[config.mk]
export PLATFORM = sky130hd
export DESIGN_NAME = b3blur_regs
export DESIGN_NICKNAME = d
export VERILOG_FILES = /design/src/rtl/core/b3blur_pkg.sv /design/src/rtl/core/b3blur_regs.sv
export SDC_FILE = /design/constraint.sdc
export NUM_CORES = 1
export LEC_CHECK = 0
export BUFFER_PORTS_ARGS = -buffer_cell sky130_fd_sc_hd__buf_2
export CAP_MARGIN = 20
export CELL_PAD_IN_SITES_DETAIL_PLACEMENT = 0
export CELL_PAD_IN_SITES_GLOBAL_PLACEMENT = 1
export CORE_UTILIZATION = 37
export DETAILED_ROUTE_END_ITERATION = 16
export HOLD_SLACK_MARGIN = 0.15
export PLACE_DENSITY_LB_ADDON = 0.1
export SLEW_MARGIN = 0
export SYNTH_ARGS = -nofsm -noshare
export SYNTH_HDL_FRONTEND = slang
export SYNTH_SLANG_ARGS = --single-unit
[constraint.sdc]
create_clock -name aclk -period 3.5 [get_ports aclk]
set_clock_uncertainty 0.2 [all_clocks]
set_input_delay 0.525 -clock aclk [delete_from_list [all_inputs] [get_ports aclk]]
set_output_delay 0.525 -clock aclk [all_outputs]
set_load 0.03 [all_outputs]
[src/rtl/core/b3blur_pkg.sv]
// ----------------------------------------------------------------------------
// b3blur_pkg
// Shared types and constants for the binomial 3x3 blur: register map, input
// action codes and the control word passed from the front part to the back.
// ----------------------------------------------------------------------------
package b3blur_pkg;

    localparam int BLUR_W      = 20;   // result width, four fraction bits
    localparam int WIDTH_REG_W = 11;
    localparam int ROW_W       = 16;   // height register and row counter
    localparam int APB_AW      = 3;
    localparam int APB_DW      = 32;
    localparam int REG_IDX_LSB = 2;    // registers sit on 32-bit word addresses

    localparam int MIN_DIM            = 3;
    localparam int RESET_FRAME_WIDTH  = 1024;
    localparam int RESET_FRAME_HEIGHT = 1024;

    typedef enum logic {
        REG_FRAME_WIDTH  = 1'b0,
        REG_FRAME_HEIGHT = 1'b1
    } b3b_reg_idx_t;

    typedef enum logic {
        ACT_PIXEL = 1'b0,
        ACT_DRAIN = 1'b1
    } b3b_action_t;

    // Classification of one queued item
    typedef struct packed {
        logic drain;       // last-row drain rather than a pixel
        logic bank;        // pair-sum bank holding the row being formed
        logic col_first;   // pixel: column 0; drain: column 0
        logic col_second;  // pixel: column 1; drain: column 1
        logic col_last;    // column is the last of the row
        logic top_row;     // pixel in row 1, so results are for row 0
    } b3b_ctl_t;

endpackage

[src/rtl/core/b3blur_regs.sv]
// ----------------------------------------------------------------------------
// b3blur_regs
// APB register file holding the frame size, plus the clamped last column and
// last row indexes used by the datapath.
// ----------------------------------------------------------------------------
module b3blur_regs #(
    parameter int MAX_WIDTH = 1024
) (
    input  logic                                aclk,
    input  logic                                aresetn,
    input  logic                                psel,
    input  logic                                penable,
    input  logic                                pwrite,
    input  logic [b3blur_pkg::APB_AW-1:0]       paddr,
    input  logic [b3blur_pkg::APB_DW-1:0]       pwdata,
    output logic [b3blur_pkg::APB_DW-1:0]       prdata,
    output logic                                pready,
    output logic [$clog2(MAX_WIDTH)-1:0]        last_col,
    output logic [b3blur_pkg::ROW_W-1:0]        last_row
);
    import b3blur_pkg::*;

    localparam int AW    = $clog2(MAX_WIDTH);
    localparam int RST_W = (MAX_WIDTH < RESET_FRAME_WIDTH) ? MAX_WIDTH : RESET_FRAME_WIDTH;

    logic [WIDTH_REG_W-1:0] frame_width_reg, frame_width_next;
    logic [ROW_W-1:0]       frame_height_reg, frame_height_next;
    logic [AW-1:0]          last_col_reg, last_col_next;
    logic [ROW_W-1:0]       last_row_reg, last_row_next;
    logic                   wr_en;
    b3b_reg_idx_t           reg_idx;
    logic [31:0]            width_ext;
    logic [ROW_W-1:0]       height_val;

    assign reg_idx    = b3b_reg_idx_t'(paddr[REG_IDX_LSB]);
    assign wr_en      = psel && penable && pwrite;
    assign width_ext  = 32'(pwdata[WIDTH_REG_W-1:0]);
    assign height_val = pwdata[ROW_W-1:0];

    always_comb begin
        frame_width_next  = frame_width_reg;
        frame_height_next = frame_height_reg;
        last_col_next     = last_col_reg;
        last_row_next     = last_row_reg;
        if (wr_en) begin
            unique case (reg_idx)
                REG_FRAME_WIDTH: begin
                    frame_width_next = pwdata[WIDTH_REG_W-1:0];
                    // clamp to the supported row length
                    if (width_ext < 32'(MIN_DIM)) begin
                        last_col_next = AW'(MIN_DIM - 1);
                    end else if (width_ext > 32'(MAX_WIDTH)) begin
                        last_col_next = AW'(MAX_WIDTH - 1);
                    end else begin
                        last_col_next = AW'(width_ext - 32'd1);
                    end
                end
                REG_FRAME_HEIGHT: begin
                    frame_height_next = height_val;
                    if (height_val < ROW_W'(MIN_DIM)) begin
                        last_row_next = ROW_W'(MIN_DIM - 1);
                    end else begin
                        last_row_next = height_val - ROW_W'(1);
                    end
                end
            endcase
        end
    end

    always_ff @(posedge aclk) begin
        if (!aresetn) begin
            frame_width_reg  <= WIDTH_REG_W'(RESET_FRAME_WIDTH);
            frame_height_reg <= ROW_W'(RESET_FRAME_HEIGHT);
            last_col_reg     <= AW'(RST_W - 1);
            last_row_reg     <= ROW_W'(RESET_FRAME_HEIGHT - 1);
        end else begin
            frame_width_reg  <= frame_width_next;
            frame_height_reg <= frame_height_next;
            last_col_reg     <= last_col_next;
            last_row_reg     <= last_row_next;
        end
    end

    always_comb begin
        unique case (reg_idx)
            REG_FRAME_WIDTH:  prdata = APB_DW'(frame_width_reg);
            REG_FRAME_HEIGHT: prdata = APB_DW'(frame_height_reg);
        endcase
    end

    assign pready   = 1'b1;
    assign last_col = last_col_reg;
    assign last_row = last_row_reg;

endmodule

======== Word-level counts from Yosys, hierarchy flattened ========
Index checks and enable logic that the tools add are counted.
operators by class
  add/subtract/negate cells ............... 2
  $lt $le $gt $ge ......................... 3
  multiplexer cells ....................... 4
  bitwise gates (word level) .............. 1
  reductions and logical operators ........ 4
operators with widths
  cell                                                                    number
  32-bit case mux with 2 select lines                                     1
  10-bit two-way mux                                                      2
  16-bit by 2-bit < comparator with 1-bit output (second input constant)  1
  16-bit two-way mux                                                      1
  16-bit by 1-bit subtractor with 16-bit output (second input constant)   1
  11-bit greater-than comparator (second input constant)                  1
  11-bit by 2-bit < comparator with 1-bit output (second input constant)  1
  10-bit by 1-bit subtractor with 10-bit output (second input constant)   1
  2-bit AND reduction                                                     2
  1-bit logical AND                                                       2
  1-bit inverter                                                          1
storage, ports and cells
  register bits ........................... 53
  input bits .............................. 40
  output and inout bits ................... 59
  word-level logic and storage cells ...... 18

======== Depth between registers and ports, before layout ========
  word-level depth ........................ 3
  depth in mapped cells ................... 7
  mapped depth without buffers ............ 7

======== Least setup slack after synthesis ========
OpenSTA, ideal clock, no wires.
  kind .................................... input to register
  from .................................... input pwdata[10] (netlist bit)
  to ...................................... register last_row_reg[15] (netlist: last_row[15])
  library setup time ...................... 0.118 ns
  arrival time ............................ 1.935 ns
  data required time ...................... 3.182 ns
  slack ................................... 1.246 ns
  cell stages on the path ................. 5
  buffers on the path ..................... 1
  path through ............................ clkbuf_1 > or4_1 > or4_1 > xor2_1 > o21ai_2
between the ends
  longest elaborated chain between the ends .. 2
  elaborated cells between the ends (all ways) .. 3
  classes of those cells .................. add/sub: 1; order compare: 1; mux: 1
ends and longest elaborated chain
  what                                                                                                             RTL line                              text
  start, declared                                                                                                  b3blur_regs.sv:15                     input logic [b3blur_pkg::APB_DW-1:0] pwdata,
  16-bit by 1-bit subtractor with 16-bit output or 16-bit by 2-bit < comparator with 1-bit output (tied branches)  b3blur_regs.sv:63, b3blur_regs.sv:60
  16-bit two-way mux (*)                                                                                           b3blur_regs.sv:60                     if (height_val < ROW_W'(MIN_DIM)) begin
  end signal, assigned                                                                                             b3blur_regs.sv:75                     last_row_reg <= ROW_W'(RESET_FRAME_HEIGHT - 1);
  end signal, assigned                                                                                             b3blur_regs.sv:80                     last_row_reg <= last_row_next;
  end, declared                                                                                                    b3blur_regs.sv:29                     logic [ROW_W-1:0] last_row_reg, last_row_next;
Every way passes the cells marked *; elsewhere a longest branch is shown, timed or not.
A chain may end at the register's enable or synchronous reset.

======== Final worst setup path ========
  from .................................... input pwdata[0] (netlist bit)
  to ...................................... register last_row_reg[6] (netlist: last_row[6])
Same word-level chain as after synthesis.

==> flow_metrics.env <==
export IMPL_outcome="complete, no violations"
export IMPL_power_switching_fraction_pct=28.76
export IMPL_synth_top_area_share_pct=43.00
export IMPL_start_util_pct=38.64
export IMPL_synthArstFlopShare_pct=0
export IMPL_grt_ovfl_total=0
export IMPL_netlist_top_cell_by_area="sky130_fd_sc_hd__dfxtp_1"
export IMPL_area_growth_pct=16.38
export IMPL_timing_final_hold_violations=0
export IMPL_holdWs_ns=0.2426
export IMPL_final_max_slew_viol_count=0
export IMPL_fin_nets=395
export IMPL_initialDrtViolationCount=108
export IMPL_share_seq_of_total_power_pct=55.2
export IMPL_insertedDiodeCount=0
export IMPL_synth_main_ff_cell="sky130_fd_sc_hd__dfxtp_1"
export IMPL_synth_edff_count=0
export IMPL_power_internal_uw=808.8
export IMPL_cts_resized=0
export IMPL_via_count=2138
export IMPL_synth_yosys_warnings=0
export IMPL_fmax_ghz=0.4502
export IMPL_worst_endpoint_required_time_ns=3.51
export IMPL_tightestPinTransition_ns=0.8803
export IMPL_max_clock_path_buffers=2
export IMPL_dpl_hpwl_mm=4.254
export IMPL_arrival_ns=2.23
export IMPL_clk_insertion_delay_late_ns=0.30
export IMPL_cts_htree_levels=2
export IMPL_finalWirelength_mm=6.084
export IMPL_num_fill_cells=686
export IMPL_globalRouteTotalUtil_pct=17.36
export IMPL_post_place_cells=422
export IMPL_synthesized_instance_count=293
export IMPL_io_pins=99
export IMPL_vdd_drop_max_uv=146.8
export IMPL_setup_total_negative_slack_ns=0
export IMPL_leakagePower_uw=0.001179
export IMPL_worst_setup_path_start_kind="primary input"
export IMPL_p_per_area_nw_per_um2=395.3
export IMPL_netlist_cell_type_count=38
export IMPL_setup_worst_path_end_class="flip-flop"
export IMPL_cts_tree="done"
export IMPL_drive_above_1_share_pct=26.91
export IMPL_die_x_um=83.66
export IMPL_cts_reportedPaths_clkPinSlew_ns=0.09
export IMPL_finalSetupViolations=0
export IMPL_synth_seq_cells=53
export IMPL_grt_pass1_wl_mm=9.625
export IMPL_grt_antenna_before_repair=0
export IMPL_cts_sink_count=53
export IMPL_core_area_um2=6386
export IMPL_die_ar_um2=6999
export IMPL_detail_route_wl_per_cell_um=14.15
export IMPL_syn_area_um2=2467
export IMPL_num_rows=29
export IMPL_min_delay_path_class="reg -> reg"
export IMPL_power_frac_clock_pct=29.8
export IMPL_antenna_left=0
export IMPL_rsz0062_at_grt="false"
export IMPL_cp_max_fo=8
export IMPL_vias_per_cell=4.972
export IMPL_instances_no_fill=430
export IMPL_holdBufCountCts=0
export IMPL_postSynthAreaPerCell_um2=8.421
export IMPL_final_min_period_over_clock_period_pct=63.47
export IMPL_cts_setup_buffers=0
export IMPL_grt_start_max_net_pins=27
export IMPL_place_gp_congestion=0.7007
export IMPL_drt_drc_violations_left=0
export IMPL_rr_worst_depth=1
export IMPL_ys_seq_area_share_pct=43.00
export IMPL_p_comb_share_pct=15.0
export IMPL_numCtsBuffers=5
export IMPL_place_area_um2=2791
export IMPL_maxSlewHeadroom_pct=41.10
export IMPL_drt_first_pass_iters=4
export IMPL_synthTopCellsByArea="sky130_fd_sc_hd__dfxtp_1 (43%), sky130_fd_sc_hd__nand2_1 (11%), sky130_fd_sc_hd__a21oi_1 (7.3%), sky130_fd_sc_hd__buf_4 (5.2%), sky130_fd_sc_hd__mux2_2 (5.0%)"
export IMPL_power_switching_uw=326.4
export IMPL_die_h_um=83.66
export IMPL_holdPathStages=2
export IMPL_cp_class="in -> reg"
export IMPL_io_buffers=63
export IMPL_final_min_clock_period_ns=2.221
export IMPL_number_of_global_route_vias_before_repair=1872
export IMPL_cts_root_buf="sky130_fd_sc_hd__clkbuf_8"
export IMPL_cap_viol_max_count=0
export IMPL_final_area_um2=2872
[final timing paths]
check / startpoint / to / slack (ns)
hold / removal: last_row[11] / last_row[11] / 0.24
setup reg to reg: last_row[5] / last_row[5] / 2.57
setup / recovery: pwdata[0] / last_row[6] / 1.28
hold reg to reg: last_row[11] / last_row[11] / 0.24
[synthesized netlist by cell type (2+ instances only)]
| master | instances |
|---|---|
| sky130_fd_sc_hd__buf_4 | 17 |
| sky130_fd_sc_hd__xor2_1 | 6 |
| sky130_fd_sc_hd__conb_1 | 2 |
| sky130_fd_sc_hd__mux2_2 | 11 |
| sky130_fd_sc_hd__a21oi_2 | 2 |
| sky130_fd_sc_hd__a21oi_1 | 36 |
| sky130_fd_sc_hd__nand3_1 | 4 |
| sky130_fd_sc_hd__and2_1 | 5 |
| sky130_fd_sc_hd__o21ai_1 | 15 |
| sky130_fd_sc_hd__dfxtp_1 | 53 |
| sky130_fd_sc_hd__clkbuf_1 | 13 |
| sky130_fd_sc_hd__nand2_1 | 73 |
| sky130_fd_sc_hd__nand4_1 | 2 |
| sky130_fd_sc_hd__or4_1 | 2 |
| sky130_fd_sc_hd__a221o_1 | 8 |
| sky130_fd_sc_hd__xnor2_1 | 8 |
| sky130_fd_sc_hd__nor3_1 | 3 |
| sky130_fd_sc_hd__inv_1 | 4 |
| sky130_fd_sc_hd__nor2_1 | 8 |
| sky130_fd_sc_hd__ha_1 | 3 |
[cell type report]
cell class | count | area [µm²] | share of cell area, %
Clock buffer | 8 | 80.08 | 2.789
Inverter | 5 | 18.77 | 0.6536
Multi-Input combinational cell | 219 | 1262 | 43.97
Sequential cell | 53 | 1061 | 36.95
Tap cell | 77 | 96.34 | 3.355
Timing Repair Buffer | 68 | 352.8 | 12.29
[worst max-delay path: stages]
cell,delay [ns]
sky130_fd_sc_hd__buf_2,0.16
sky130_fd_sc_hd__inv_1,0.12
sky130_fd_sc_hd__ha_1,0.31
sky130_fd_sc_hd__or3b_2,0.50
sky130_fd_sc_hd__nor3_1,0.20
sky130_fd_sc_hd__xor2_1,0.12
sky130_fd_sc_hd__a221o_1,0.30
[per-stage QoR]
| stage | worst slack [ns] | power [µW] | utilization [%] |
|---|---|---|---|
| 2_1_floorplan | 1.246 | 769.1 | - |
| 3_3_place_gp | 0.9765 | 810.8 | 43.71 |
| 3_5_place_dp | 0.9472 | 811.7 | 43.71 |
| 4_1_cts | 1.278 | 1147 | 44.96 |
| 5_1_grt | 1.143 | 1186 | 44.96 |
| 6_report | 1.279 | 1135 | 44.96 |
[layout by cell type, fill, tap and decap left out, types with 8 or more instances in the layout]
master and count:
sky130_fd_sc_hd__o21ai_1 15, sky130_fd_sc_hd__xnor2_1 8, sky130_fd_sc_hd__conb_1 17, sky130_fd_sc_hd__nor2_1 8, sky130_fd_sc_hd__dfxtp_1 53, sky130_fd_sc_hd__mux2_2 11, sky130_fd_sc_hd__a21oi_1 36, sky130_fd_sc_hd__a221o_1 8
sky130_fd_sc_hd__buf_2 63, sky130_fd_sc_hd__nand2_1 73
[kinds of logic after synthesis]
group / count (synthesis) / share of synthesized area, %
adder cells (fa/ha/maj): 3 / 1.521
flip-flops: 53 / 43.00
buffers and inverters: 36 / 8.113
AND/OR/NAND/NOR: 108 / 21.20
AO/OA/AOI/OAI: 66 / 15.87
other: 2 / 0.3044
multiplexers: 11 / 5.020
XOR/XNOR: 14 / 4.970
[layer usage]
layer	wire, µm	track usage (%)	vias to the layer above
li1	-	-	1074
met1	2959	23.59	996
met5	0	0	-
met2	2762	27.57	63
met3	298	3.858	5
met4	63	5.085	0
[power by group through the flow]
stage	Clock [µW]	Sequential, µW	Combinational [µW]
2_1_floorplan	0	658	111
3_3_place_gp	0	640	171
3_5_place_dp	0	640	171
4_1_cts	349	626	172
5_1_grt	374	628	183
6_report	339	626	171
No activity file was read; power rests on OpenSTA's default activity.
