File: src/rtl/core/b3blur_queue.sv
// ----------------------------------------------------------------------------
// b3blur_queue
// Two-entry FIFO between the front and back parts so each can stall alone.
// ----------------------------------------------------------------------------
module b3blur_queue #(
    parameter int DW = 8
) (
    input  logic          aclk,
    input  logic          aresetn,
    input  logic          in_valid,
    output logic          in_ready,
    input  logic [DW-1:0] in_data,
    output logic          out_valid,
    input  logic          out_ready,
    output logic [DW-1:0] out_data
);
    localparam int DEPTH = 2;
    localparam int CNT_W = 2;

    logic [DW-1:0]    slot_reg [DEPTH];
    logic             wr_ptr_reg, wr_ptr_next;
    logic             rd_ptr_reg, rd_ptr_next;
    logic [CNT_W-1:0] count_reg, count_next;
    logic             push, pop;

    always_comb begin
        in_ready    = (count_reg != CNT_W'(DEPTH));
        out_valid   = (count_reg != '0);
        push        = in_valid && in_ready;
        pop         = out_valid && out_ready;
        wr_ptr_next = push ? ~wr_ptr_reg : wr_ptr_reg;
        rd_ptr_next = pop ? ~rd_ptr_reg : rd_ptr_reg;
        count_next  = count_reg;
        if (push && !pop) begin
            count_next = count_reg + CNT_W'(1);
        end else if (pop && !push) begin
            count_next = count_reg - CNT_W'(1);
        end
    end

    always_ff @(posedge aclk) begin
        if (!aresetn) begin
            wr_ptr_reg <= 1'b0;
            rd_ptr_reg <= 1'b0;
            count_reg  <= '0;
        end else begin
            wr_ptr_reg <= wr_ptr_next;
            rd_ptr_reg <= rd_ptr_next;
            count_reg  <= count_next;
        end
    end

    always_ff @(posedge aclk) begin
        if (push) begin
            slot_reg[wr_ptr_reg] <= in_data;
        end
    end

    assign out_data = slot_reg[rd_ptr_reg];

endmodule

File: config.mk
export PLATFORM = sky130hd
export DESIGN_NAME = b3blur_queue
export DESIGN_NICKNAME = d
export VERILOG_FILES = /design/src/rtl/core/b3blur_queue.sv
export SDC_FILE = /design/constraint.sdc
export NUM_CORES = 1
export LEC_CHECK = 0
export BUFFER_PORTS_ARGS = -buffer_cell sky130_fd_sc_hd__clkbuf_2
export CAP_MARGIN = 10
export CORE_MARGIN = 2
export CORE_UTILIZATION = 35
export CTS_CLUSTER_SIZE = 20
export DETAILED_ROUTE_END_ITERATION = 7
export GPL_ROUTABILITY_DRIVEN = 1
export PLACE_DENSITY = 0.66
export SYNTH_ARGS = -nofsm -noshare
export SYNTH_HDL_FRONTEND = slang
export SYNTH_SLANG_ARGS = --single-unit
File: constraint.sdc
create_clock -name aclk -period 1.55 [get_ports aclk]
set_clock_uncertainty 0.05 [all_clocks]
set_input_delay 0.31 -clock aclk [delete_from_list [all_inputs] [get_ports aclk]]
set_output_delay 0.31 -clock aclk [all_outputs]
set_load 0.005 [all_outputs]
# Word level (Yosys, flattened, before mapping)
# Memory sizes are Yosys's and may differ from the RTL's. A register that Yosys moved wholly into a read port is not among the register bits.
# Cells that the tools add are included.
dict set report word_totals {
  ram_bits 16
  out_inout_bits 10
  n_memories 1
  inputBits 12
  reg_bits 4
}
dict set report op_classes {
  mux 6
  n_bitwise 2
  reduce_logical 8
  n_eq_ne 1
  add_sub_neg 2
}
# memory words width read_ports rd_clocked_by_memory_dff write_ports line_no
set memory_table {}
lappend memory_table {slot_reg 2 8 1 1 1 20} ;# logic [DW-1:0] slot_reg [DEPTH];
# operator count
set ops {}
lappend ops {{$logic_and A1 B1 Y1} 4}
lappend ops {{$mux W1} 4}
lappend ops {{$mux W2} 2}
lappend ops {{$reduce_bool A2 Y1} 2}
lappend ops {{$add A2 B1 Y2 const B} 1}
lappend ops {{$logic_not A1 Y1} 2}
lappend ops {{$ne A2 B2 Y1 const B} 1}
lappend ops {{$not A1 Y1} 2}
lappend ops {{$sub A2 B1 Y2 const B} 1}

# Longest topological paths before layout
# Gate-level depths: netlist of the first run.
dict set report logic_depth {
  word_depth 6
  mapped_depth 6
}

# Worst setup path after synthesis of the first run
# OpenSTA, ideal clock, no wires.
dict set report synth_timing {
  path_type {register to register}
  start {register count_reg[0]}
  end {register count_reg[1]}
  t_required_ns 1.430
  synth_period_minus_slack_ns 1.553
  t_arrival_ns 1.433
  setup_ns 0.070
  setup_slack_ns -0.003
  n_path_buf 0
  path_stages_with_launch 6
  cell_sequence {dfxtp_1 > nand2b_4 > and2_1 > ha_1 > or3_1 > a21oi_1}
}
dict set report synth_via {
  elab_chain_cells 5
}
# item line_no
set synth_rtl {}
lappend synth_rtl {{start, declared} 23} ;# logic [CNT_W-1:0] count_reg, count_next;
lappend synth_rtl {{start signal, assigned} 49} ;# count_reg <= count_next;
lappend synth_rtl {{$ne A2 B2 Y1 (*)} 27} ;# in_ready = (count_reg != CNT_W'(DEPTH));
lappend synth_rtl {{named net in_ready} 11} ;# output logic in_ready,
lappend synth_rtl {{$logic_and A1 B1 Y1 (*)} 29} ;# push = in_valid && in_ready;
lappend synth_rtl {{named net push} 24} ;# logic push, pop;
lappend synth_rtl {{$logic_not A1 Y1} 36} ;# end else if (pop && !push) begin
lappend synth_rtl {{$logic_and A1 B1 Y1} 36}
lappend synth_rtl {{$reduce_bool A2 Y1 (no source line)} n/a}
# Mark *: on every way through the listed nets, which the timed path passes. The rest lies on a longest branch. The select of a mux whose other input is x is not followed.
# A chain may end at the register's enable or synchronous reset.

# Final worst setup path of the first run
dict set report layout_timing {
  start {register count_reg[0]}
  end {register count_reg[1]}
}
dict set report layout_via {
  elab_chain_cells 5
}
# item line_no
set layout_rtl {}
lappend layout_rtl {{$ne A2 B2 Y1 (*)} 27}
lappend layout_rtl {{$logic_and A1 B1 Y1 (*)} 29}
lappend layout_rtl {{named net push} 24}
lappend layout_rtl {{$logic_not A1 Y1} 36}
lappend layout_rtl {{$logic_and A1 B1 Y1} 36}
lappend layout_rtl {{$reduce_bool A2 Y1 (no source line)} n/a}
# Marked as above.

==> reports/summary.md, run 1 <==
The run finished, with violations left. The checks that failed: setup timing. Compared with the post-synthesis result, the final layout area differs by 32.3%.

The fraction of the mapped netlist area in adder cells is 0.0155, and the number of nets with antenna violations after detailed routing is 0. Walking the worst path, the cells encountered are nand2b_4, and2_4, ha_4, xor2_2, or3_1, a21oi_2. The number of H-tree levels is 1, and the synthesized instance count is 50. STA puts the critical path data required time at 1.73 ns. For the final cell utilization of the core, the log shows 0.489. The tools report the total of fill cells in the finished design as 197. The kind of cell with the highest combined delay along the critical path is simple AND/OR/NAND/NOR gates.

The placeable core region is 2190 um^2. The power density over cell area is 1540 nW/um^2. The run gives 810 um^2 as the synthesized area. The run gives 0 as the global-route congestion overflow total. Setup total negative slack on the finished layout was measured at -0.00972 ns. The number of violations reported at the end of detailed-routing iteration 0 is 11, and the global-route usage over all layers is 0.105. Layout cell share with drive strength beyond 1: 0.595. The y dimension of the die was 52.1 um. In the final design database the tool counted 93 nets. At the worst endpoint, the arrival time is 1.74 ns.

The placed wire-length estimate came out at 963 um. The first global-routing pass estimated 1970 um of wire. For the number of ports placed on the die boundary, the log shows 22. The final weighted congestion in routability-driven placement was 0.664. The via count of the first global-routing pass came out at 475.

The category of the worst setup path launch point is a flop. Pin count of the biggest net entering global routing: 12. The detail-routed net length per standard cell was 12.8 um; the final-report max-slew violation count was 0.

The clock passes through at most 2 buffers. The die area was 2710 um^2. The critical path is of the flop to flop type. The multiplexer fraction of the synthesized cell area was 0.111; the filler-free cell count of the finished design was 107. Along the worst path, the maximum fanout reaches 4. The pre-antenna-repair detailed-routing pass consisted of 4 iterations. Final number of setup-violating endpoints: 1. Setup repair after global routing could not meet its margin everywhere. For this run, design rule violations remaining after detail routing come to 0. Synthesis inferred 21 register bits. The run gives 0 as the count of hold buffers inserted by post-cts repair. Synthesis produced a netlist with a net count of 63.

The number of buffers and inverters on the critical path is 0. After synthesis, the largest family of logic cells by area is multiplexers. The run gives 0.717 as the post-synthesis sequential area ratio.

In the detailed route, the total length drawn on met3 is 98 um. Routed signal wires occupy layers up through met4. The initial antenna violation count was 0; the synthesized-area fraction occupied by xor and xnor cells was 0.0325.

Across the run, the number of max-cap violations was 0. After detailed routing, the number of vias per cell comes to 4.47. The die is 52.1 um wide. The tools report the relative slew slack as 0.756. The kind of end point of the critical path is a flop. VDD sags by at most 968 uV. The setup slack of the critical path after layout came out at -0.00972 ns. The tools report the starting density of the core as 0.370.

Counting the buffers created by CTS gives 3. The fraction of the mapped netlist area in compound gates is 0.0371. The flip-flop count of the largest register after layout was 16; the simple logic cell fraction of the synthesized area was 0.0711. The final period demand of the worst path is 1.56 ns, and the number of sinks driven by the clock tree is 21. The routed design uses 725 um of met2 wire. Clock tree synthesis selected as its root buffer the cell clkbuf_4. The floorplan has 17 rows.

TritonCTS built the clock tree. Cell count along the critical path: 6. Summed over all cells, the static leakage comes to 0.448 nW.

For this block, wires on met1 add up to 533 um. The final number of hold-violating endpoints was 0. The insertion delay of the later-clocked pin in the worst-skew pair was 0.29 ns; the measured slew at the worst slew-check pin was 0.367 ns.

The run gives 1370 um as the wire length after detailed routing. Total power for the finished layout comes to 1.65 mW. The run gives 17 as the distinct cell type count of the synthesized netlist.

In this run, placement finished with an instance count of 101. Number of cells on the worst reg-to-reg path: 6. The worst hold path belongs to the class primary input to flop.

Detailed routing inserted a total of 478 vias. The average instance in the mapped netlist occupies 16.2 um^2. The minimum setup slack among reg-to-reg paths is -0.01 ns. The slowest stage of the critical path is the or3_1 cell.

The number of port buffers came out at 21. In this design, the stage delay of the slowest critical-path cell is 0.38 ns. Synthesis warning total: 0.

After clock tree synthesis, the clock-pin slew on the worst setup and hold paths is 0.11 ns. The repair_antennas step left the layout with diodes totalling 0. The period utilization was 1.01; the instance count along the most critical hold path was 1. The tools report the upper clock frequency limit as 641 MHz.
-- worst paths after layout --
kind,start,to
worst max register to register,count_reg[0]$_SDFFE_PN0P_,count_reg[1]$_SDFFE_PN0P_
worst max-delay path,count_reg[0]$_SDFFE_PN0P_,count_reg[1]$_SDFFE_PN0P_
worst min register to register,rd_ptr_reg$_SDFFE_PN0P_,flop
worst min-delay path,in_data[3],slot_reg[0][3]$_DFFE_PP_
-- power by group --
| group | total [mW] | switching [mW] | leakage [nW] | internal, mW |
|---|---|---|---|---|
| sequential | 0.810 | 0.0846 | 0.192 | 0.726 |
| clock | 0.253 | 0.153 | 0.0150 | 0.100 |
| combinational | 0.591 | 0.228 | 0.241 | 0.363 |
-- metrics by stage --
stage | setup WS, ns | hold WS (ns) | cell area [um^2]
after detailed placement | -0.0190 | 0.440 | 967
final | -0.00972 | 0.150 | 1070
after floorplan | 0.0152 | 0.359 | 810
after global placement | 0.0409 | 0.435 | 967
after CTS | 0.00192 | 0.138 | 1010
after global routing | -0.0884 | 0.128 | 1070
-- repair_timing --
action,4_1_cts,5_1_grt
gates resized for setup,4,14
pin swaps,0,4
buffers inserted,1,1
endpoints found under the setup margin,9,9
hold endpoints to repair,0,0
-- synth_stat cells --
cell type	count	share of area
dfxtp_1	5	0.12
xor2_1	3	0.032
a21oi_1	2	0.012
inv_1	2	0.0093
or3_1	1	0.0077
or2_2	1	0.0077
nand3b_1	1	0.0093
o21ai_0	2	0.012
buf_2	1	0.0062
edfxtp_1	16	0.59
and2_1	1	0.0077
nand2b_4	1	0.017
a21bo_2	1	0.012
ha_1	1	0.015
mux2_2	8	0.11
nor2_1	3	0.014
and3_1	1	0.0077
-- worst reg2reg max path, delay by kind of cell, from the launching register on --
family                     cells  cell delay (ns)
DFF                            1             0.35
adders and majority gates      1             0.16
AOI/OAI and AO/OA              1             0.12
and+or+nand+nor                3             0.66
xor gates and xnor gates       1             0.17
-- routing by layer --
layer,vias to the layer above,GRT usage
met5,-,0
met2,15,0.181
met3,2,0.0374
met1,220,0.112
li1,241,-
met4,0,0.0526
-- placed cells by master (no fill, tap or decap), drive strengths merged --
master / instances
a21bo: 1
a21oi: 2
and2: 1
and3: 1
buf: 5
clkbuf: 25
dfxtp: 5
edfxtp: 16
ha: 1
inv: 2
mux2: 8
nand2b: 1
nand3b: 1
nor2: 3
o21ai: 2
or2: 1
or3: 1
xor2: 3
-- final cells by class --
type | instances | area, um^2 | share of cell area
multi-input cells | 26 | 273 | 0.255
well taps | 28 | 35.0 | 0.0327
clock buffers | 4 | 26.3 | 0.0245
repair buffers | 26 | 143 | 0.133
inverters | 2 | 7.51 | 0.00701
flip-flops and latches | 21 | 587 | 0.548
-- cell families after synthesis --
group | Yosys count
flops | 21
mux | 8
simple gates | 9
compound gates | 5
xor+xnor | 3
fa+ha+maj | 1
buf+inv | 3
Power figures use the tool's default switching activity.
==> run 2, diff against run 1 <==
- CORE_ASPECT_RATIO: not set -> 0.6
- SKIP_LAST_GASP: not set -> 1
==> reports/summary.md, run 2 (synthesis results as in run 1) <==
The global routing stage identified its most utilized layer as met2. The filler-free cell count of the finished design was 111 (+3.7%); the power density over cell area was 1580 nW/um^2 (+2.3%). The final period demand of the worst path was 1.54 ns (-0.0177 ns).

The met2 global-route usage was 0.195 (+0.0136); the clock-pin slew of the registers on the worst-case setup and hold paths was 0.07 ns (-0.04 ns). The run gives 0 (unchanged) as the number of nets with antenna violations after detailed routing. Setup repair after global routing could not meet its margin everywhere. The die span in x is 66.1 um (+27%). TritonCTS built the clock tree.

The final-layout setup total negative slack came out at 0 ns (+0.00972 ns). The met3 capacity usage during global routing came out at 0.0577 (+0.0203). STA classifies the critical path startpoint as a flop.

Instance count along the most critical hold path: 1 (unchanged). The most common library cell in the layout ignoring fill and taps is clkbuf_2. The tools report the area taken by flip-flops and latches as 587 um^2 (unchanged). For the antenna diode count, the log shows 0 (unchanged).

The period utilization works out to 0.995 (-0.0114). Setup slack of the critical path after layout: 0.00795 ns (+0.0177 ns). The first-pass GRT wire length was 1990 um (+0.71%).

Following the worst setup path forward leads to its endpoint at count_reg[1]$_SDFFE_PN0P_. The CTS buffer count is 3 (unchanged), and the net count of the finished layout is 95 (+2.2%). The logs give 106 (+5.0%) for the number of cells after detailed placement and 0 (unchanged) for the initial antenna violation count. The layout cell share with drive strength beyond 1 is 0.617 (+0.0223). The logs give 439 (-7.6%) for the via count of the first global-routing pass and 483 (+1.0%) for the via total after detailed routing. The logs give 22 (unchanged) for the number of ports placed on the die boundary and 13 (+1) for the pin count of the biggest net entering global routing. The logs give 0.110 (+0.00551) for the global-route usage over all layers and 21 (unchanged) for the number of sinks driven by the clock tree. Max-cap violation count: 0 (unchanged). For the placed wire-length estimate, the log shows 994 um (+3.2%). The worst stage delay on the critical path was 0.39 ns (about the same). The measured slew at the worst slew-check pin works out to 0.337 ns (-0.0296 ns). The worst setup path is captured at a flop. The vias per cell was 4.35 (-2.6%); the leakage power total was 0.445 nW (-0.72%).

The run gives 0.698 (+5.0%) as the final weighted congestion in routability-driven placement. Walking the worst path, the cells encountered are nand2b_4, and2_4, ha_4, xor2_2, or3_1, a21oi_2. The critical-path maximum fanout came out at 4 (unchanged). The library cells used most frequently in the layout, excluding fill and tap cells, are 21 x clkbuf_2, 16 x edfxtp_1, 7 x mux2_2, 7 x buf_4.

The run finished with clean final reports. The number of violations reported at the end of detailed-routing iteration 0 is 38 (+27), and the detail-routed net length per standard cell is 12.0 um (-6.3%). The multi-input gate area in the final layout is 246 um^2 (-9.6%).

For the peak supply drop, the log shows 743 uV (-23%). Placeable core region: 2180 um^2 (-0.51%). The number of detailed-routing iterations run before antenna repair is 3 (-1). Largest buffer count on any clock path: 2 (unchanged).

The number of port buffers is 21 (unchanged). Total of fill cells in the finished design: 201 (+2.0%). The start-to-end type of the worst setup path was flop to flop. The count of hold buffers inserted by post-cts repair is 0 (unchanged). The endpoint identified for the worst register-to-register timing path is count_reg[1]$_SDFFE_PN0P_. The y dimension of the die is 41.3 um (-21%).

The tightest min-delay check is of the primary input to flop type. The final number of hold-violating endpoints is 0 (unchanged), and the flip-flop count of the largest register after layout is 16 (unchanged). Die area: 2730 um^2 (+0.47%).

The critical path starts at count_reg[0]$_SDFFE_PN0P_. The run gives 1 (unchanged) as the number of H-tree levels. The number of cells on the worst reg-to-reg path was 6 (unchanged); the final number of setup-violating endpoints was 0 (-1). For the upper clock frequency limit, the log shows 648 MHz (+1.1%). The number of rows created at floorplan was 13 (-4); the pre-CTS worst setup slack was -0.0106 ns (+0.00839 ns). The cell at the slowest stage of the critical path was or3_1. The relative area change from synthesis to final layout works out to 33.7%.

The tools report the final-report max-slew violation count as 0 (unchanged). The tools report the global-route congestion overflow total as 0 (unchanged). The met1 track demand over resource in global routing is 0.126 (+0.0148), and the insertion delay of the later-clocked pin in the worst-skew pair is 0.25 ns (-0.04 ns). The starting density of the core was 0.371 (+0.00191); the minimum setup slack among reg-to-reg paths was 0.008 ns (+0.02 ns). The relative slew slack is 0.775 (+0.0195), and the wire length after detailed routing is 1330 um (-2.8%). The DRC violations left was 0 (unchanged).

In this run the clock root is driven by a clkbuf_8. The startpoint identified for the worst register-to-register timing path is count_reg[0]$_SDFFE_PN0P_. The worst path required time came out at 1.69 ns (-0.04 ns). The arrival time of data at the critical path endpoint was 1.68 ns (-0.06 ns).
[run 2: through the flow]
stage	hold slack, ns	cell area (um^2)	utilization	power, mW
6_report	0.194	1080	0.497	1.71
3_5_place_dp	0.440	992	0.455	1.30
2_1_floorplan	0.359	810	-	1.07
4_1_cts	0.187	1040	0.479	1.66
3_3_place_gp	0.435	992	0.455	1.28
5_1_grt	0.181	1080	0.497	1.83
[run 2: area by class of cell]
cell class	count	area share
timing repair buffer	28	0.146
tap	30	0.0347
multi-input combinational	26	0.228
clock buffer	3	0.0382
inverter	2	0.00694
clock inverter	1	0.00462
sequential	21	0.542
[run 2: worst min-delay path by stage]
stage | startpoint | endpoint | slack (ns)
after global routing | in_data[7] | slot_reg[0][7]$_DFFE_PP_ | 0.18
after global placement | rd_ptr_reg$_SDFFE_PN0P_ | rd_ptr_reg$_SDFFE_PN0P_ | 0.43
after CTS | in_data[1] | slot_reg[1][1]$_DFFE_PP_ | 0.19
after floorplan | in_data[0] | slot_reg[0][0]$_DFFE_PP_ | 0.36
final | in_data[0] | slot_reg[1][0]$_DFFE_PP_ | 0.19
after detailed placement | rd_ptr_reg$_SDFFE_PN0P_ | flop | 0.44
[run 2: metal layers]
| layer | vias to the layer above | part of all wire |
|---|---|---|
| met5 | - | 0 |
| met4 | 0 | 0 |
| met3 | 0 | 0.071 |
| met2 | 15 | 0.42 |
| met1 | 223 | 0.50 |
| li1 | 245 | - |
[run 2: where the power goes]
group | total [mW] | switching, mW | internal, mW
Sequential | 0.798 | 0.0717 | 0.726
Combinational | 0.575 | 0.236 | 0.339
Clock | 0.337 | 0.159 | 0.178
[run 2: repair_timing]
item                                    CTS  global route
pin swaps                                 0             3
gates resized for setup                   5             7
setup buffers                             0             1
endpoints found under the setup margin    9             2
[run 2: worst max-delay path, delay by kind of cell (launching register included)]
kind | cells | cell delay (ns)
xor+xnor | 1 | 0.14
fa+ha+maj | 1 | 0.16
compound gates | 1 | 0.12
simple gates | 3 | 0.67
flops | 1 | 0.34
==> run 3, diff against run 2 <==
- CORE_ASPECT_RATIO: 0.6 -> not set
- CORE_UTILIZATION: 35 -> 44
- PLACE_DENSITY: 0.66 -> 0.78
==> reports/summary.md, run 3 (synthesis results as in run 1) <==
The area of all placed cells without fillers is 1070 um^2 (-1.4%), and the power density over cell area is 1560 nW/um^2 (-1.0%). The logs give -0.0159 ns (-0.00528 ns) for the pre-CTS worst setup slack and 587 um^2 (unchanged) for the area taken by flip-flops and latches. The arrival time of data at the critical path endpoint was 1.19 ns (-0.49 ns). The worst stage delay on the critical path came out at 0.46 ns (+0.07 ns). The placed wire-length estimate is 913 um (-8.2%), and the setup slack of the critical path after layout is -0.00260 ns (-0.0105 ns).

Setup repair after global routing could not meet its margin everywhere. The logs give 963 um^2 (-2.9%) for the cell area after placement and 1970 um (-1.1%) for the first-pass GRT wire length. The leakage power total was 0.455 nW (+2.3%); the wire length after detailed routing was 1420 um (+6.5%).

The tools report the insertion delay of the later-clocked pin in the worst-skew pair as 0.30 ns (+0.05 ns). For the pin count of the biggest net entering global routing, the log shows 13 (unchanged). Kind of end point of the critical path: an output port.

Max-cap violation count: 0 (unchanged). The start-to-end type of the worst setup path was flop to output port. The filler-free cell count of the finished design was 105 (-5.4%). The final number of setup-violating endpoints came out at 2 (+2). The library cell used most frequently in the layout, excluding fill and tap cells, is clkbuf_2. For the number of rows created at floorplan, the log shows 15 (+2). TritonCTS built the clock tree.

The layout cell share with drive strength beyond 1 came out at 0.588 (-0.0298). Traced cell by cell, the critical path runs through mux2_4, clkbuf_2. The tools report the number of H-tree levels as 1 (unchanged). The flow ran to the end, but the final reports show violations. The checks that failed: setup timing.

The tools report the cell chosen for the clock root as clkbuf_4. The placeable core region is 1730 um^2 (-21%). The die span in x works out to 46.9 um (-29%).

The period utilization was 1.00 (+0.00680). The final-layout setup total negative slack is -0.00261 ns (-0.00261 ns), and the relative area change from synthesis to final layout is 31.8%. The number of ports placed on the die boundary was 22 (unchanged).

The tools report the fraction of power consumed by sequential logic as 0.488 (+0.021). The critical-path maximum fanout works out to 8 (+4). The vias per cell was 4.78 (+9.9%).

For the CTS buffer count, the log shows 3 (unchanged). Launch point of the worst reg-to-reg path: count_reg[0]$_SDFFE_PN0P_. The y dimension of the die was 46.9 um (+14%); the die area was 2200 um^2 (-19%).

Worst path required time: 1.19 ns (-0.50 ns). The flip-flop count of the largest register after layout was 16 (unchanged); the global-route congestion overflow total was 0 (unchanged). The detail-routed net length per standard cell is 13.5 um (+13%), and the relative slew slack is 0.725 (-0.0505). The multi-input gate area in the final layout came out at 264 um^2 (+7.1%).

STA classifies the critical path startpoint as a flop. The logs give 2 (unchanged) for the largest buffer count on any clock path and 0.625 (-10%) for the final weighted congestion in routability-driven placement. For the number of detailed-routing iterations run before antenna repair, the log shows 4 (+1). The type of the tightest min-delay check is primary input to flop. The tools report the clock network power share as 0.156 (-0.041).

The number of cells after detailed placement was 98 (-7.5%); the DRC violations left was 0 (unchanged). The run gives 0 (unchanged) as the number of nets with antenna violations after detailed routing. The net count of the finished layout was 94 (-1.1%); the number of port buffers was 21 (unchanged). The clock-pin slew of the registers on the worst-case setup and hold paths is 0.11 ns (+0.04 ns), and the portion of total power attributed to combinational logic is 0.355 (+0.019). The cell at the slowest stage of the critical path is dfxtp_4. The switching share of power was 0.284 (+0.0114). For the starting density of the core, the log shows 0.469 (+0.0974). The run gives 1.19 mW (-3.9%) as the cell-internal power. The final period demand of the worst path is 1.55 ns (+0.0105 ns), and the switching power total is 0.474 mW (+1.7%). The worst hold path begins at in_data[6].

The final-report max-slew violation count is 0 (unchanged). The measured slew at the worst slew-check pin was 0.413 ns (+0.0761 ns); the number of violations reported at the end of detailed-routing iteration 0 was 5 (-87%). The via total after detailed routing came out at 502 (+3.9%). The upper clock frequency limit is 644 MHz (-0.68%). The total of fill cells in the finished design came out at 148 (-26%). The global-route usage over all layers was 0.138 (+0.0278); the initial antenna violation count was 0 (unchanged). For the antenna diode count, the log shows 0 (unchanged). In the layout the commonest cells are 21 x clkbuf_2, 16 x edfxtp_1, 8 x mux2_4. The final cell utilization of the core was 0.618 (+0.122); the final number of hold-violating endpoints was 0 (unchanged). The tools report the peak supply drop as 771 uV (+3.7%). The run gives 461 (+5.0%) as the via count of the first global-routing pass.

The number of sinks driven by the clock tree was 21 (unchanged).
[run 3: path summary, 6_finish.rpt]
check,to,slack (ns),cells after the start
worst min register to register,count_reg[1]$_SDFFE_PN0P_,0.48,2
worst max register to register,count_reg[1]$_SDFFE_PN0P_,0.02,6
worst max-delay path,out_data[7],-0.003,2
worst min-delay path,slot_reg[0][6]$_DFFE_PP_,0.14,1
[run 3: power groups by stage]
stage | sequential, mW | combinational [mW] | clock (mW)
after floorplan | 0.764 | 0.305 | 0
after global placement | 0.793 | 0.455 | 0
after detailed placement | 0.800 | 0.473 | 0
after CTS | 0.798 | 0.507 | 0.270
after global routing | 0.826 | 0.655 | 0.291
final | 0.815 | 0.593 | 0.261
[run 3: area by class of cell]
cell class              instances  share of cell area
flip-flops and latches         21               0.550
multi-input cells              26               0.247
repair buffers                 27               0.141
well taps                      25              0.0293
clock buffers                   3              0.0211
inverters                       2             0.00703
clock inverters                 1             0.00469
[run 3: metrics by stage]
stage,power (mW),hold slack (ns)
after global routing,1.77,0.120
final,1.67,0.137
after global placement,1.25,0.436
after floorplan,1.07,0.359
after detailed placement,1.27,0.443
after CTS,1.57,0.130
[run 3: timing repair]
action | in CTS | in global routing
endpoints found under the setup margin | 10 | 9
buffers inserted | 1 | 2
pin swaps | 2 | 3
hold buffers | 0 | 0
resized for setup | 5 | 12
[run 3: critical path, delay by kind of cell (launching register included)]
kind | cells | cell delay [ns]
buf+inv | 1 | 0.11
flops | 1 | 0.46
mux | 1 | 0.32
[run 3: per-layer routing]
metal / GRT usage / vias to the layer above / wire length (um) / share of wire
met4: 0.100 / 0 / 29 / 0.020
met5: 0 / - / 0 / 0
met2: 0.205 / 21 / 686 / 0.48
li1: - / 243 / - / -
met1: 0.165 / 234 / 592 / 0.42
met3: 0.0500 / 4 / 108 / 0.076
